`src/tccw_pkg.sv`:
```
package tccw_pkg;

    localparam int CMD_W      = 2;
    localparam int CHAR_W     = 8;
    localparam int COLOR_W    = 4;
    localparam int IDX_W      = 11;
    localparam int CURSOR_W   = 11;
    localparam int WORD_W     = 16;
    localparam int IN_DATA_W  = 32;
    localparam int OUT_DATA_W = 32;
    localparam int CFG_IDX_W  = 1;

    localparam logic [CHAR_W-1:0] NEWLINE_CODE = 8'd10;

    typedef enum logic [CMD_W-1:0] {
        CMD_PUT   = 2'd0,
        CMD_CLEAR = 2'd1,
        CMD_READ  = 2'd2
    } t_cmd;

    typedef enum logic [CFG_IDX_W-1:0] {
        REG_FG = 1'b0,
        REG_BG = 1'b1
    } t_reg_idx;

    typedef struct packed {
        logic put_char;
        logic newline;
        logic home;
    } t_cursor_op;

    function automatic logic [WORD_W-1:0] make_cell(
        input logic [COLOR_W-1:0] bg,
        input logic [COLOR_W-1:0] fg,
        input logic [CHAR_W-1:0]  ch
    );
        return {bg, fg, ch};
    endfunction

endpackage

```
`src/tccw_cursor_unit.sv`:
```
module tccw_cursor_unit #(
    parameter int COLUMNS = 80,
    parameter int ROWS    = 25,
    localparam int CELLS  = COLUMNS * ROWS,
    localparam int ADDR_W = (CELLS > 1) ? $clog2(CELLS) : 1
) (
    input  logic                  i_clk,
    input  logic                  i_rst_n,
    input  tccw_pkg::t_cursor_op  i_op,
    output logic [ADDR_W-1:0]     o_cursor,
    output logic [ADDR_W-1:0]     o_cursor_next,
    output logic                  o_wrap
);
    import tccw_pkg::*;

    localparam int COL_W = (COLUMNS > 1) ? $clog2(COLUMNS) : 1;
    localparam int ROW_W = (ROWS > 1) ? $clog2(ROWS) : 1;

    logic [ADDR_W-1:0] r_cursor, n_cursor;
    logic [COL_W-1:0]  r_col, n_col;
    logic [ROW_W-1:0]  r_row, n_row;
    logic              col_last, row_last, wrap;
    logic [ADDR_W:0]   nl_sum;

    assign col_last = (r_col == COL_W'(COLUMNS - 1));
    assign row_last = (r_row == ROW_W'(ROWS - 1));
    assign nl_sum   = {1'b0, r_cursor} - (ADDR_W+1)'(r_col) + (ADDR_W+1)'(COLUMNS);

    always_comb begin
        n_cursor = r_cursor;
        n_col    = r_col;
        n_row    = r_row;
        wrap     = 1'b0;
        if (i_op.home) begin
            n_cursor = '0;
            n_col    = '0;
            n_row    = '0;
        end else if (i_op.put_char) begin
            n_cursor = r_cursor + ADDR_W'(1);
            if (col_last) begin
                n_col = '0;
                n_row = r_row + ROW_W'(1);
                wrap  = row_last;
            end else begin
                n_col = r_col + COL_W'(1);
            end
        end else if (i_op.newline) begin
            n_cursor = nl_sum[ADDR_W-1:0];
            n_col    = '0;
            n_row    = r_row + ROW_W'(1);
            wrap     = row_last;
        end
        if (wrap) begin
            n_cursor = '0;
            n_col    = '0;
            n_row    = '0;
        end
    end

    always_ff @(posedge i_clk) begin
        if (!i_rst_n) begin
            r_cursor <= '0;
            r_col    <= '0;
            r_row    <= '0;
        end else begin
            r_cursor <= n_cursor;
            r_col    <= n_col;
            r_row    <= n_row;
        end
    end

    assign o_cursor      = r_cursor;
    assign o_cursor_next = n_cursor;
    assign o_wrap        = wrap;

    a_cursor_matches_row_col: assert property (@(posedge i_clk) disable iff (!i_rst_n)
        32'(r_cursor) == 32'(r_row) * 32'(COLUMNS) + 32'(r_col))
        else $error("cursor out of step with row and column");

    a_cursor_in_screen: assert property (@(posedge i_clk) disable iff (!i_rst_n)
        (32'(r_col) < 32'(COLUMNS)) && (32'(r_row) < 32'(ROWS)))
        else $error("cursor outside screen");

endmodule

```
`config.mk`:
```
export PLATFORM = sky130hd
export DESIGN_NAME = tccw_cursor_unit
export DESIGN_NICKNAME = d
export VERILOG_FILES = /design/src/tccw_pkg.sv /design/src/tccw_cursor_unit.sv
export SDC_FILE = /design/constraint.sdc
export NUM_CORES = 1
export LEC_CHECK = 0
export BUFFER_PORTS_ARGS = -buffer_cell sky130_fd_sc_hd__clkbuf_2
export CORE_MARGIN = 5
export CORE_UTILIZATION = 55
export DETAILED_ROUTE_END_ITERATION = 10
export GPL_TIMING_DRIVEN = 0
export PLACE_DENSITY_LB_ADDON = 0.2
export REMOVE_ABC_BUFFERS = 1
export SLEW_MARGIN = 40
export SYNTH_ARGS = -nofsm -noshare
export SYNTH_HDL_FRONTEND = slang
export SYNTH_SLANG_ARGS = --single-unit
```
`constraint.sdc`:
```
create_clock -name i_clk -period 4.1 [get_ports i_clk]
set_clock_uncertainty 0.2 [all_clocks]
set_input_delay 0.41 -clock i_clk [delete_from_list [all_inputs] [get_ports i_clk]]
set_output_delay 0.41 -clock i_clk [all_outputs]
set_load 0.005 [all_outputs]
```
## Yosys cells after proc, flatten, opt, wreduce, memory -nomap -nowiden

Index checks and enable logic that the tools add are counted.

- Register bits: 23
- Latch bits: 0
- Bits in read-only memories: 0
- Memories: 0
- Bits in writable memories: 0
- Logic and storage cells: 29
- Bits of input ports: 5
- Output and inout bits: 23

- $lt $le $gt $ge: 0
- Bitwise operators: 1
- Add/sub/neg operators: 5
- Reduce and logical (&&, ||, !) cells: 3
- Equality and inequality tests: 3
- Multiplexer cells: 14
- Div/mod/pow operators: 0
- Multipliers: 0
- Shift-type cells: 0

Operators with widths:

| cell | count |
|---|---|
| 11-bit 2-to-1 mux | 4 |
| 7-bit 2-to-1 mux | 3 |
| 5-bit 2-to-1 mux | 3 |
| 11-bit by 1-bit adder with 11-bit output (second input constant) | 1 |
| 11-bit by 7-bit adder with 11-bit output (second input constant) | 1 |
| 11-bit by 7-bit subtractor with 11-bit output | 1 |
| 7-bit by 1-bit adder with 7-bit output (second input constant) | 1 |
| 7-bit == test (second input constant) | 1 |
| 5-bit by 1-bit adder with 5-bit output (second input constant) | 1 |
| 5-bit == test (second input constant) | 1 |
| 1-bit 2-to-1 mux | 4 |
| 3-bit OR reduction | 1 |
| 2-bit by 1-bit inequality test with 1-bit output (second input constant) | 1 |
| 2-bit AND reduction | 1 |
| 2-bit nonzero test | 1 |
| 1-bit NOT | 1 |

## Depth between registers and ports, before layout

Gate-level depths: netlist of the first run.

- Depth in word-level cells: 6
- Depth in mapped cells: 12
- Gate-level depth less buffers: 12

## Worst setup path after synthesis of the first run

Ideal clock, no wire load.

- Path kind: flip-flop to output port
- Start point: register r_col[3]
- End point: output o_cursor_next[9]
- Slack: 1253 ps
- Cell stages (with the launch flop): 10
- Data arrival time: 2237 ps
- Cells stage by stage: dfxtp_1 inv_1 ha_1 ha_1 nor2b_1 o31ai_1 a21oi_1 or3_1 a311oi_1 nor3_1

- Longest elaborated chain between the ends: 6
- Elaborated cells on any way between the ends: 10
- Classes of those cells: add/sub: 2; eq/ne: 1; mux: 7

RTL lines:

| what | RTL line | RTL |
|---|---|---|
| start: declaration | tccw_cursor_unit.sv:20 | `logic [COL_W-1:0] r_col, n_col;` |
| start signal: assignment | tccw_cursor_unit.sv:67 | `r_col <= n_col;` |
| 11-bit by 7-bit subtractor with 11-bit output | tccw_cursor_unit.sv:27 | `assign nl_sum = {1'b0, r_cursor} - (ADDR_W+1)'(r_col) + (ADDR_W+1)'(COLUMNS);` |
| 11-bit by 7-bit adder with 11-bit output | tccw_cursor_unit.sv:27 |  |
| 11-bit 2-to-1 mux | tccw_cursor_unit.sv:47 | `end else if (i_op.newline) begin` |
| 11-bit 2-to-1 mux | tccw_cursor_unit.sv:38 | `end else if (i_op.put_char) begin` |
| 11-bit 2-to-1 mux | tccw_cursor_unit.sv:34 | `if (i_op.home) begin` |
| 11-bit 2-to-1 mux * | tccw_cursor_unit.sv:53 | `if (wrap) begin` |
| end: declaration | tccw_cursor_unit.sv:11 | `output logic [ADDR_W-1:0] o_cursor_next,` |

Every way passes the cells marked *; elsewhere a longest branch is shown, timed or not.

## Final worst setup path of the first run

- Start point: register r_cursor[3] (netlist: o_cursor[3])
- End point: output o_cursor_next[9]

- Longest elaborated chain between the ends: 6
- Elaborated cells on any way between the ends: 7
- Classes of those cells: add/sub: 3; mux: 4

RTL lines:

| what | RTL line | RTL |
|---|---|---|
| start: declaration | tccw_cursor_unit.sv:19 | `logic [ADDR_W-1:0] r_cursor, n_cursor;` |
| start signal: assignment | tccw_cursor_unit.sv:66 | `r_cursor <= n_cursor;` |
| 11-bit by 7-bit subtractor with 11-bit output | tccw_cursor_unit.sv:27 |  |
| 11-bit by 7-bit adder with 11-bit output | tccw_cursor_unit.sv:27 |  |
| 11-bit 2-to-1 mux | tccw_cursor_unit.sv:47 |  |
| 11-bit 2-to-1 mux * | tccw_cursor_unit.sv:38 |  |
| 11-bit 2-to-1 mux * | tccw_cursor_unit.sv:34 |  |
| 11-bit 2-to-1 mux * | tccw_cursor_unit.sv:53 |  |

Marks and branches as above.

==> results of run 1 <==
## routing by layer
metal	routed length [um]	share of wire, %
met1	2220	46
met2	2230	47
met5	0	0
met4	44	0.92
met3	276	5.8
## through the flow
step / setup WS, ns / power [W]
after floorplan: 1.25 / 0.000317
after global placement: 0.784 / 0.000354
after detailed placement: 0.759 / 0.000356
after CTS: 0.436 / 0.000504
after global routing: 0.148 / 0.000531
final: 0.399 / 0.000503
## sequential cells by signal (all words and copies together), names as in the netlist
register / count
r_row: 5
r_col: 7
o_cursor: 11
## final cells by class
cell class                      instances  share of cell area, %
Clock buffer                            3                   1.85
Clock inverter                          1                  0.224
Inverter                               22                   3.69
Multi-Input combinational cell        211                   64.9
Sequential cell                        23                   20.6
Tap cell                               48                   2.68
Timing Repair Buffer                   27                   6.04
## how the worst max path moves through the flow
stage                     cells past startpoint  slack (ns)               end
after floorplan                               9        1.25  o_cursor_next[9]
after global placement                        9        0.78  o_cursor_next[9]
after detailed placement                      9        0.76  o_cursor_next[9]
after CTS                                     9        0.44  o_cursor_next[9]
final                                         9        0.40  o_cursor_next[9]
after global routing                         12        0.15  o_cursor_next[9]
## report_power, final
| group | internal [W] | switching (W) | total, W |
|---|---|---|---|
| Sequential | 0.000229 | 0.00000834 | 0.000237 |
| Clock | 0.0000681 | 0.0000831 | 0.000151 |
| Combinational | 0.0000475 | 0.0000670 | 0.000114 |
| Total | 0.000344 | 0.000158 | 0.000503 |
## placed cells by master, fill, tap and decap left out, types with 4 or more instances in the layout
master | Yosys | routed
inv_1 | 22 | 22
and2_1 | 4 | 4
a211oi_1 | 6 | 6
a21oi_1 | 19 | 19
nor2_1 | 37 | 37
nand3_1 | 12 | 12
nand2_1 | 15 | 15
dfxtp_1 | 23 | 23
ha_1 | 22 | 22
nor2b_1 | 9 | 9
nor3_1 | 8 | 8
xor2_1 | 5 | 5
xnor2_1 | 8 | 8
and3_1 | 7 | 7
o21ai_0 | 13 | 13
or3_1 | 4 | 4
clkbuf_2 | 0 | 26
## kinds of logic after synthesis
logic type / after synthesis / synth area share [%]
xor+xnor: 13 / 5.56
compound gates: 60 / 20.9
flops: 23 / 22.5
mux: 3 / 1.53
buf+inv: 31 / 6.60
simple gates: 112 / 28.5
fa+ha+maj: 23 / 14.4
==> impl_metrics.tcl, run 1 <==
set metrics [dict create \
    path_buf_inv 1 \
    h-tree-depth 1 \
    cp_cell_sequence "ha_1 > ha_1 > nor2b_1 > o31ai_1 > a21oi_1 > or3_1 > a311oi_1 > nor3_1 > clkbuf_2" \
    syn_area_per_cell_um2 7.73 \
    synthDistinctLibCells 46 \
    regArea_um2 460 \
    peakVddDrop_mv 0.162 \
    yosysTopAreaCell "dfxtp_1" \
    track_usage_pct 19.8 \
    grt_pass1_vias 1871 \
    setup_viol 0 \
    period_needed_ns 3.70 \
    antenna_found_initial 0 \
    holdPathStages 2 \
    critical_path_arrival_ns 3.09 \
    final_core_util_pct 61.6 \
    synth_top_area_share_pct 22.5 \
    detail-route-antenna-nets 0 \
    hold_viol 0 \
    vias_per_cell 5.63 \
    final_cells 335 \
    area_delta_synth_final_pct 9.22 \
    cts_made_buffers 3 \
    fin_tns_setup_ns 0 \
    clk_latency_ns 0.27 \
    regToRegSetupSlack_ns 1.11 \
    status "finished, final reports clean" \
    clock.fmax_mhz 270 \
    synth_seq_area_share_pct 22.5 \
    endpoint_kind "output pin" \
    postCtsSetupRepairBufs 0 \
    cpPeakStageDelay_ns 0.51 \
    wirelength_um 4770 \
    cts.sinks 23 \
    worstMarginPinSlew_ns 0.757 \
    diodes 0 \
    p_leak_nw 0.959 \
    grt_start_max_net_pins 39 \
    gp_congestion 0.863 \
    setup.worst_path.start "o_cursor[3]" \
    crit_top_cell "ha_1" \
    cts-resized-gates 0 \
    holdWs_ns 0.252 \
    multi_input_area_um2 1450 \
    finalInstanceArea_um2 2240 \
    critical_path_peak_fanout 7 \
    die_height_um 71.0 \
    critical_path_class "reg -> out" \
    p_per_area_nw_per_um2 225 \
    drive_gt1_share_pct 13.6 \
    nNetsFinal 316 \
    clkTransAtPathRegs_ns 0.09 \
    rsz0062_at_grt "no" \
    use_met1_pct 25.6 \
    placed_cells 331 \
    ys.flop_type "dfxtp_1" \
    nFillCells 353 \
    post_dp_cell_area_um2 2190 \
    busiest_layer "met2" \
    critical-path-top-delay-family "compound AO/OA/AOI/OAI gates" \
    min-delay-start "i_rst_n" \
    wire_per_inst_um 14.2 \
    start_kind "flip-flop" \
    holdPathEnd "o_cursor[3]" \
    die_width_um 71.0 \
    relSlewSlack_pct 49.5 \
    gr-total-overflow 0 \
    final_max_slew_viol_count 0 \
    synth_edf_count 0 \
    fp-row-count 22 \
    ys_top_cells_by_count "37 x nor2_1, 23 x dfxtp_1, 22 x ha_1, 22 x inv_1, 19 x a21oi_1" \
    pin_count 28 \
    vias 1885 \
    rr_worst_depth 8 \
    synth.most_common_cell "nor2_1" \
    r2r_end "o_cursor[9]" \
    core-area_um2 3630 \
    cts_tree "done" \
    cp.required_ns 3.49 \
    grt_pass1_wl_um 8350 \
    syn_area_um2 2050 \
    r2r-start "o_cursor[3]" \
    start_util_pct 56.4 \
    async_flop_share_pct 0 \
    synth-warning-count 0 \
    portBuffers 27 \
    crit_slowest_cell "dfxtp_1" \
    cap_violations 0 \
    grt_use_met3_pct 3.27 \
    dp_hpwl_um 3490 \
    cts_hold_buf 0 \
    clockRootBuffer "clkbuf_8" \
    ys_seq_elements 23 \
    route.detailed.drc 0 \
    synth_area_leaders "dfxtp_1 22%, ha_1 13%, nor2_1 6.8%, a21oi_1 4.6%, inv_1 4.0%" \
    grtUsageMet2_pct 33.6 \
    finalCritPeriodShare_pct 90.3 \
    drtIter0Drc 130 \
    dieArea_um2 5040 \
    firstDrtPassIters 4 \
    hp-class "in -> reg" \
    clock_path_buffers 2 \
    synth_cells 265 \
]
Power figures use the tool's default switching activity.
==> inputs of run 2 (changes only) <==
==> constraint.sdc (replaced) <==
create_clock -name i_clk -period 3.77 [get_ports i_clk]
set_clock_uncertainty 0.2 [all_clocks]
set_input_delay 0.377 -clock i_clk [delete_from_list [all_inputs] [get_ports i_clk]]
set_output_delay 0.377 -clock i_clk [all_outputs]
set_load 0.005 [all_outputs]
==> run 2 against run 1 <==
  * Wire length decreased by 0.34%
  * Setup slack got worse by 0.16 ns
  * Clock power increased by 9%
  * Core utilization increased by 0.14 points
  * Count of clock-buffer cells in the layout unchanged
  * Critical endpoint unchanged
  * Highest routed layer unchanged
==> impl_metrics.tcl, run 2 (same netlist as run 1, synthesis figures left out) <==
set metrics [dict create \
    status "finished, final reports clean" \
    grt_pass1_vias 1871 \
    dp_hpwl_um 3490 \
    holdPathStages 2 \
    start_kind "flip-flop" \
    rsz0062_at_grt "no" \
    mostFrequentLayoutCell "nor2_1" \
    setup_viol 0 \
    finalCritPeriodShare_pct 93.6 \
    fp-row-count 22 \
    h-tree-depth 1 \
    vias 1883 \
    clock_path_buffers 2 \
    pin_count 28 \
    hp-class "in -> reg" \
    drtIter0Drc 106 \
    relSlewSlack_pct 49.5 \
    critical_path_arrival_ns 2.95 \
    detail-route-antenna-nets 0 \
    clkTransAtPathRegs_ns 0.09 \
    fin_tns_setup_ns 0 \
    die_height_um 71.0 \
    gp_congestion 0.863 \
    nFillCells 351 \
    diodes 0 \
    worstMarginPinSlew_ns 0.757 \
    grt_start_max_net_pins 39 \
    portBuffers 27 \
    grt_pass1_wl_um 8350 \
    vias_per_cell 5.62 \
    die_width_um 71.0 \
    hold_viol 0 \
    clk_latency_ns 0.27 \
    nNetsFinal 316 \
    p_per_area_nw_per_um2 244 \
    route.detailed.drc 0 \
    antenna_found_initial 0 \
    cp.required_ns 3.19 \
    p_leak_nw 0.957 \
    track_usage_pct 19.8 \
    drive_gt1_share_pct 13.9 \
    core-area_um2 3630 \
    cts_tree "done" \
    area_delta_synth_final_pct 9.47 \
    peakVddDrop_mv 0.175 \
    cap_violations 0 \
    final_core_util_pct 61.7 \
    start_util_pct 56.4 \
    clockRootBuffer "clkbuf_8" \
    postCtsSetupRepairBufs 0 \
    critical_path_class "reg -> out" \
    dieArea_um2 5040 \
    cts_made_buffers 3 \
    gr-total-overflow 0 \
    critical_path_peak_fanout 7 \
    layout_common_cells "37 x nor2_1, 26 x clkbuf_2, 23 x dfxtp_1" \
    clock.fmax_mhz 283 \
    wirelength_um 4750 \
    period_needed_ns 3.53 \
    cts.sinks 23 \
    firstDrtPassIters 4 \
    final_max_slew_viol_count 0 \
    endpoint_kind "output pin" \
    total_power_w 0.000547 \
    rr_worst_depth 8 \
    largest_register_ff_count 11 \
    wire_per_inst_um 14.2 \
]
run 2: worst paths after layout:
| path | startpoint | endpoint | slack, ns |
|---|---|---|---|
| worst min-delay path | i_rst_n | o_cursor[3] | 0.21 |
| worst min register to register | r_col[3] | r_col[3] | 0.31 |
| worst max register to register | o_cursor[3] | o_cursor[9] | 0.91 |
| worst max-delay path | o_cursor[3] | o_cursor_next[9] | 0.24 |
run 2: layer usage:
metal  vias to the layer above  part of all wire (%)  routed length [um]  GRT usage, %
li1                        980                     -                   -             -
met1                       861                    46                2190          25.6
met2                        38                    47                2240          33.6
met3                         4                   5.8                 274          3.27
met4                         0                  0.93                  44          6.47
met5                         -                     0                   0             0
run 2: what timing repair did:
action                                  CTS  global route
endpoints found under the setup margin    0             1
hold buffers                              0             0
resized for setup                         0             1
run 2: power by group:
part	internal [W]	switching, W	total, W
logic	0.0000517	0.0000730	0.000125
clock network	0.0000740	0.0000902	0.000164
registers	0.000249	0.00000906	0.000258
total	0.000374	0.000172	0.000547
run 2: critical path, cell delays in order, from the launching register on:
cell      delay (ns)
dfxtp_1         0.50
ha_1            0.29
ha_1            0.34
nor2b_1         0.18
o31ai_2         0.28
a21oi_1         0.13
or3_1           0.33
a311oi_1        0.38
nor3_1          0.10
clkbuf_2        0.15
run 2: per-stage QoR:
stage	std cells	hold slack [ns]	cell area, um^2	worst slack (ns)
floorplan	256	0.271	2000	0.956
global placement	331	0.290	2190	0.487
detailed placement	331	0.298	2190	0.462
CTS	335	0.207	2240	0.139
global route	335	0.220	2240	0.0211
finish	335	0.210	2240	0.241
run 2: layout make-up:
class / count / area, um^2 / share of cell area, %
Clock buffer: 3 / 41.3 / 1.84
Multi-Input combinational cell: 211 / 1460 / 65.0
Timing Repair Buffer: 27 / 135 / 6.03
Inverter: 22 / 82.6 / 3.68
Tap cell: 48 / 60.1 / 2.68
Clock inverter: 1 / 5.00 / 0.223
Sequential cell: 23 / 460 / 20.5
